### config.mk
export PLATFORM = sky130hd
export DESIGN_NAME = col_cell
export DESIGN_NICKNAME = d
export VERILOG_FILES = /design/src/hdl/compacting_ordered_list_macros.svh /design/src/hdl/col_pkg.sv /design/src/hdl/col_cell.sv
export SDC_FILE = /design/constraint.sdc
export NUM_CORES = 1
export LEC_CHECK = 0
export BUFFER_PORTS_ARGS = -buffer_cell sky130_fd_sc_hd__buf_2
export CAP_MARGIN = 20
export CORE_UTILIZATION = 41
export CTS_CLUSTER_DIAMETER = 60
export DETAILED_ROUTE_END_ITERATION = 8
export PLACE_DENSITY = 0.8
export SYNTH_ARGS = -nofsm -noshare
export SYNTH_HDL_FRONTEND = slang
export SYNTH_SLANG_ARGS = --single-unit
export TNS_END_PERCENT = 5
### constraint.sdc
create_clock -name clock -period 3.15 [get_ports clock]
set_clock_uncertainty 0.05 [all_clocks]
set_input_delay 0 -clock clock [delete_from_list [all_inputs] [get_ports clock]]
set_output_delay 0 -clock clock [all_outputs]
set_load 0.02 [all_outputs]
### src/hdl/compacting_ordered_list_macros.svh
// ----------------------------------------------------------------------------
// Compacting ordered list assertion macros
// Shared concurrent assertion forms used by the list RTL.
// ----------------------------------------------------------------------------
`ifndef COMPACTING_ORDERED_LIST_MACROS_SVH
`define COMPACTING_ORDERED_LIST_MACROS_SVH

// Same-cycle implication, disabled while reset is high.
`define COL_ASSERT_NOW(label, clk, rst, ante, cons, msg) \
   label: assert property (@(posedge clk) disable iff (rst) (ante) |-> (cons)) \
      else $error(msg);

// Next-cycle implication, disabled while reset is high.
`define COL_ASSERT_NEXT(label, clk, rst, ante, cons, msg) \
   label: assert property (@(posedge clk) disable iff (rst) (ante) |=> (cons)) \
      else $error(msg);

`endif

### src/hdl/col_pkg.sv
// ----------------------------------------------------------------------------
// Compacting ordered list package
// Command and status codes, port widths and the cell control bundle.
// ----------------------------------------------------------------------------
package col_pkg;

   localparam int COL_CAPACITY    = 64;
   localparam int COL_VALUE_WIDTH = 32;

   localparam int COL_CMD_W    = 3;
   localparam int COL_POS_W    = 6;
   localparam int COL_ITEM_W   = 32;
   localparam int COL_STATUS_W = 2;
   localparam int COL_COUNT_W  = 7;

   typedef enum logic [COL_CMD_W-1:0] {
      CMD_APPEND     = 3'd0,
      CMD_REMOVE_AT  = 3'd1,
      CMD_REMOVE_VAL = 3'd2,
      CMD_READ       = 3'd3,
      CMD_CLEAR      = 3'd4
   } cmd_type;

   typedef enum logic [COL_STATUS_W-1:0] {
      ST_OK        = 2'd0,
      ST_FULL      = 2'd1,
      ST_RANGE     = 2'd2,
      ST_NOT_FOUND = 2'd3
   } status_type;

   // Per-cycle operation broadcast to every cell in the row.
   typedef struct packed {
      logic append;
      logic remove_at;
      logic remove_val;
   } cell_ctl_type;

endpackage

### src/hdl/col_cell.sv
// ----------------------------------------------------------------------------
// Compacting ordered list cell
// Holds one list entry, matches it against the search key and takes its
// upper neighbor's entry when an entry at or below it is removed.
// ----------------------------------------------------------------------------
module col_cell import col_pkg::*; #(
   parameter int VALUE_WIDTH = COL_VALUE_WIDTH,
   parameter int CNT_W       = 7,
   parameter int POS_W       = 7,
   parameter int INDEX       = 0
) (
   input  logic                   clock,
   input  cell_ctl_type           ctl,
   input  logic [VALUE_WIDTH-1:0] key,
   input  logic [CNT_W-1:0]       count,
   input  logic [POS_W-1:0]       position,
   input  logic [VALUE_WIDTH-1:0] upper_value,
   input  logic                   hit_in,
   output logic [VALUE_WIDTH-1:0] entry_value,
   output logic [VALUE_WIDTH-1:0] read_value,
   output logic                   hit_out
);

   logic [VALUE_WIDTH-1:0] entry_ff;
   logic [VALUE_WIDTH-1:0] entry_in;
   logic                   occupied;
   logic                   match;

   always_comb begin
      occupied = count > CNT_W'(INDEX);
      match    = occupied && (entry_ff == key);
      // The hit ripples upward: every cell above the first match shifts down.
      hit_out  = hit_in | match;

      entry_in = entry_ff;
      priority if (ctl.append && (count == CNT_W'(INDEX))) begin
         entry_in = key;
      end else if (ctl.remove_at && (position <= POS_W'(INDEX))) begin
         entry_in = upper_value;
      end else if (ctl.remove_val && hit_out) begin
         entry_in = upper_value;
      end else begin
         entry_in = entry_ff;
      end
   end

   always_ff @(posedge clock) begin
      entry_ff <= entry_in;
   end

   assign entry_value = entry_ff;
   assign read_value  = (position == POS_W'(INDEX)) ? entry_ff : '0;

endmodule

After elaboration in Yosys (flattened, before gate mapping)
Cells that the tools add are included.

storage, ports and cells
  flip-flop bits (word level) = 32
  bits in latches = 0
  bits in writable memories = 0
  ROM bits = 0
  input bits = 83
  output and inout bits = 65
  word-level logic and storage cells = 16
  memories = 0

cells by class
  $add $sub $neg = 0
  multipliers = 0
  divide/modulo/power cells = 0
  $lt $le $gt $ge = 2
  equality and inequality tests = 1
  shift-type cells = 0
  muxes and demuxes = 4
  bitwise operators = 1
  reduce and logical (&&, ||, !) cells = 7

operator list
  kind                                                             count
  two-way mux 32 bit                                               4
  == test 32 bit                                                   1
  logical NOT 7 bit                                                2
  greater-than comparator 7 x 1 -> 1 bit (second input constant)   1
  less-or-equal comparator 7 x 1 -> 1 bit (second input constant)  1
  logical AND 1 bit                                                4
  nonzero test 3 bit                                               1
  OR 1 bit                                                         1

Logic depth before layout (Yosys ltp)
  depth after elaboration = 7
  depth in mapped cells = 6
  depth with buffers taken out = 5

Worst setup path after synthesis
Ideal clock, no wire load.

  path type = reg2reg
  start point = register entry_ff[31] (netlist: entry_value[31])
  end point = register entry_ff[0] (netlist: entry_value[0]), enable pin
  setup time = 392 ps
  data arrival time = 2,196 ps
  required time = 2,708 ps
  setup slack = 512 ps
  cell stages (with the launch flop) = 6
  buffers on the path = 0
  clock period less this slack = 2,638 ps
  cells stage by stage = edfxtp_1 xnor2_1 nand4_1 nor4_1 a31o_1 a221o_1

between the ends
  word-level cells in the longest chain between the ends = 5

RTL lines
  what                                 RTL line        text
  start: declaration                   col_cell.sv:24  logic [VALUE_WIDTH-1:0] entry_ff;
  start signal: assignment             col_cell.sv:48  entry_ff <= entry_in;
  == test 32 bit                       col_cell.sv:31  match = occupied && (entry_ff == key);
  logical AND 1 bit                    col_cell.sv:31
  OR 1 bit                             col_cell.sv:33  hit_out = hit_in | match;
  via hit_out                          col_cell.sv:21  output logic hit_out
  logical AND 1 bit                    col_cell.sv:40  end else if (ctl.remove_val && hit_out) begin
  nonzero test 3 bit (no source line)  --

The timed path passes the listed nets, and every way through them passes these cells.
A chain may end at the register's enable or synchronous reset.

Final worst setup path
  start point = input port count[1]
  end point = register entry_ff[26] (netlist: entry_value[26]) (data pin)

between the ends
  word-level cells in the longest chain between the ends = 3

RTL lines
  what                RTL line        text
  start: declaration  col_cell.sv:15  input logic [CNT_W-1:0] count,
  logical NOT 7 bit   col_cell.sv:36  priority if (ctl.append && (count == CNT_W'(INDEX))) begin
  logical AND 1 bit   col_cell.sv:36
  two-way mux 32 bit  col_cell.sv:36
  via entry_in[26]    col_cell.sv:25  logic [VALUE_WIDTH-1:0] entry_in;

The timed path passes the listed nets, and every way through them passes these cells.

==> metrics <==
CP endpoint=entry_value[26]; most common cell after layout, fill and taps aside=buf_2; Psw=between 200 and 300 uW; switch share=25.99%; core area=between 4000 and 5000 um2; CP startpoint kind=input pin; Clock Latency Late Sink=about 0.27 ns; power per cell area=325.5 nW/um2; Seq. cell area=960.9 um2; die height=73.69 um; crit-path cells=buf_2 > or4_4 > nor4_4 > nand2_4 > mux2_4 > dlygate4sd3_1; Filler Cell Count=365; CTS tree=yes; period utilization=72.65%; critical path class=in -> reg; Hold WC Path Type=in -> reg; worst-path cell with the longest stage delay=dlygate4sd3_1; CTS clk-pin slew, worst paths=0.07 ns; worst reg2reg endpoint=entry_value[22]; CTS Buf Count=5; Synth Register Bits=32; R2R depth=6; GP Congestion=between 0.6 and 0.7; Antenna diodes=0; Die Footprint=5429 um2; CP startpoint=count[1]; largest net degree at the start of global routing=34; leading cell types in the layout, fill and taps excluded=buf_2 (147), dlygate4sd3_1 (37), and2_1 (32), xnor2_1 (32), edfxtp_1 (32); TritonRoute pass-1 iters=4; Ports=148; hold slack=0.005555 ns; fmax=437.0 MHz; peak supply drop=198.5 uV; wire per inst=around 14 um; CTS H-tree depth=2; yosys warns=0; fin crit period=2.288 ns; count of unique library cells instantiated by Yosys=19; Cells after Synth=around 150; register-to-register setup slack=around 1.0 ns; Worst R2R Start=entry_value[20]; crit path DAT=about 2.3 ns; Initial DRC Count=16; critical path peak fanout=33; CTS max path bufs=2; Leak=0.001640 uW; die width=73.69 um; gr ovfl total=0; Cell Area, Synth=2107 um2; multi-input logic area=1106 um2; Routed Wire Length=5.722 mm; Final setup violation count=0; Avg Synthesized Cell Area=13.77 um2; Resize count post-CTS=0; drt drc=0; Setup crit end kind=flip-flop; Final Util=a little over two thirds; Seq pwr share=48.5%; Max stage delay on crit path=0.56 ns; max reg flops=32; RSZ-0062 raised after global routing=no; area grow syn2layout=59.62%; vias in the first global route=about 1900; Final Hold Fails=0; Int Pwr=810.2 uW; initial antenna violation count=0; TNS Setup=0 ns; Logic pwr share=24.6%; register area share after synthesis=45.61%; remaining antenna violation count after routing=0; global-route wire length before repair=around 8.5 mm; status=finished clean; Least-Margin Pin Slew=0.6248 ns; Post-Syn Nets=236; fin. max-slew vios=0; Worst path depth=6; routed vias=approximately 1900; Largest delay share family, worst path=simple AND/OR/NAND/NOR gates; clock power share=26.8%; share of layout cells above drive strength 1=between 50 and 60%; total track usage=21.27%; worst path bufs/invs=2; Core Rows=25; Root Buffer=clkbuf_8; Starting Density=43.46%; Slew HR=58.35%; vias per inst=4.594; Nets=roughly 420; max cap viols=0; # port buffers=147; Worst EP required=approximately 3.1 ns; post-DP HPWL=4.045 mm; Clock Sinks=32; overall power=1095 uW
power by group through the flow:
stage	clock, uW	combinational, uW	sequential, uW
final	294	269	531
after floorplan	0	88.8	574
after detailed placement	0	234	541
after global routing	317	291	536
after global placement	0	230	540
after CTS	300	269	532
synth_stat cells, drive strengths merged:
cell    count  area share (%)
and2       32             9.5
edfxtp     32              46
mux2       32              22
xnor2      32              13
nand4       8             2.4
buf         3             1.6
clkbuf      3            0.53
nor4        3             1.9
or4         2            0.89
a221o       1            0.48
a31o        1            0.42
inv         1            0.18
nand2       1            0.53
nor2        1            0.18
nor3        1            0.24
area by class of cell:
| cell class | count | area share [%] |
|---|---|---|
| clock buffers | 7 | 2.269 |
| clock inverters | 1 | 0.1116 |
| inverters | 1 | 0.1116 |
| multi-input cells | 114 | 32.89 |
| flip-flops and latches | 32 | 28.57 |
| well taps | 67 | 2.493 |
| repair buffers | 187 | 33.56 |
layer usage:
layer | GRT usage, % | wire, um | vias to the layer above
li1 | - | - | 929
met2 | 42.41 | 3141 | 85
met1 | 22.10 | 2250 | 858
met5 | 0 | 0 | -
met4 | 5.128 | 58 | 0
met3 | 4.801 | 272 | 7
kinds of logic after synthesis:
kind of cell              synth area share (%)
xor gates and xnor gates                 13.30
DFF                                      45.61
muxes                                    22.27
and+or+nand+nor                          15.62
AOI/OAI and AO/OA                       0.8908
buffers and inverters                    2.316
worst min path at each step:
stage	start	end	slack, ns	cells past startpoint
detailed placement	upper_value[28]	entry_value[28]	0.25	2
floorplan	hit_in	hit_out	0.15	1
global placement	upper_value[29]	entry_value[29]	0.25	2
global route	key[31]	entry_value[31]	0.002	2
CTS	key[11]	entry_value[11]	0.0001	2
finish	key[23]	entry_value[23]	0.006	2
metrics by stage:
| step | instance area [um2] | worst slack, ns | instances |
|---|---|---|---|
| 5_1_grt | 3363 | 0.7979 | 409 |
| 3_3_place_gp | 2913 | 0.9997 | 364 |
| 6_report | 3363 | 0.8616 | 409 |
| 3_5_place_dp | 2913 | 0.9669 | 364 |
| 2_1_floorplan | 2107 | 0.5125 | 153 |
| 4_1_cts | 3353 | 0.8749 | 408 |
timing repair:
action	in CTS	in global routing
endpoints found under the hold margin	32	1
buffers inserted	0	0
hold buffers	36	1
Note: power is estimated with default switching activity, not from simulation.
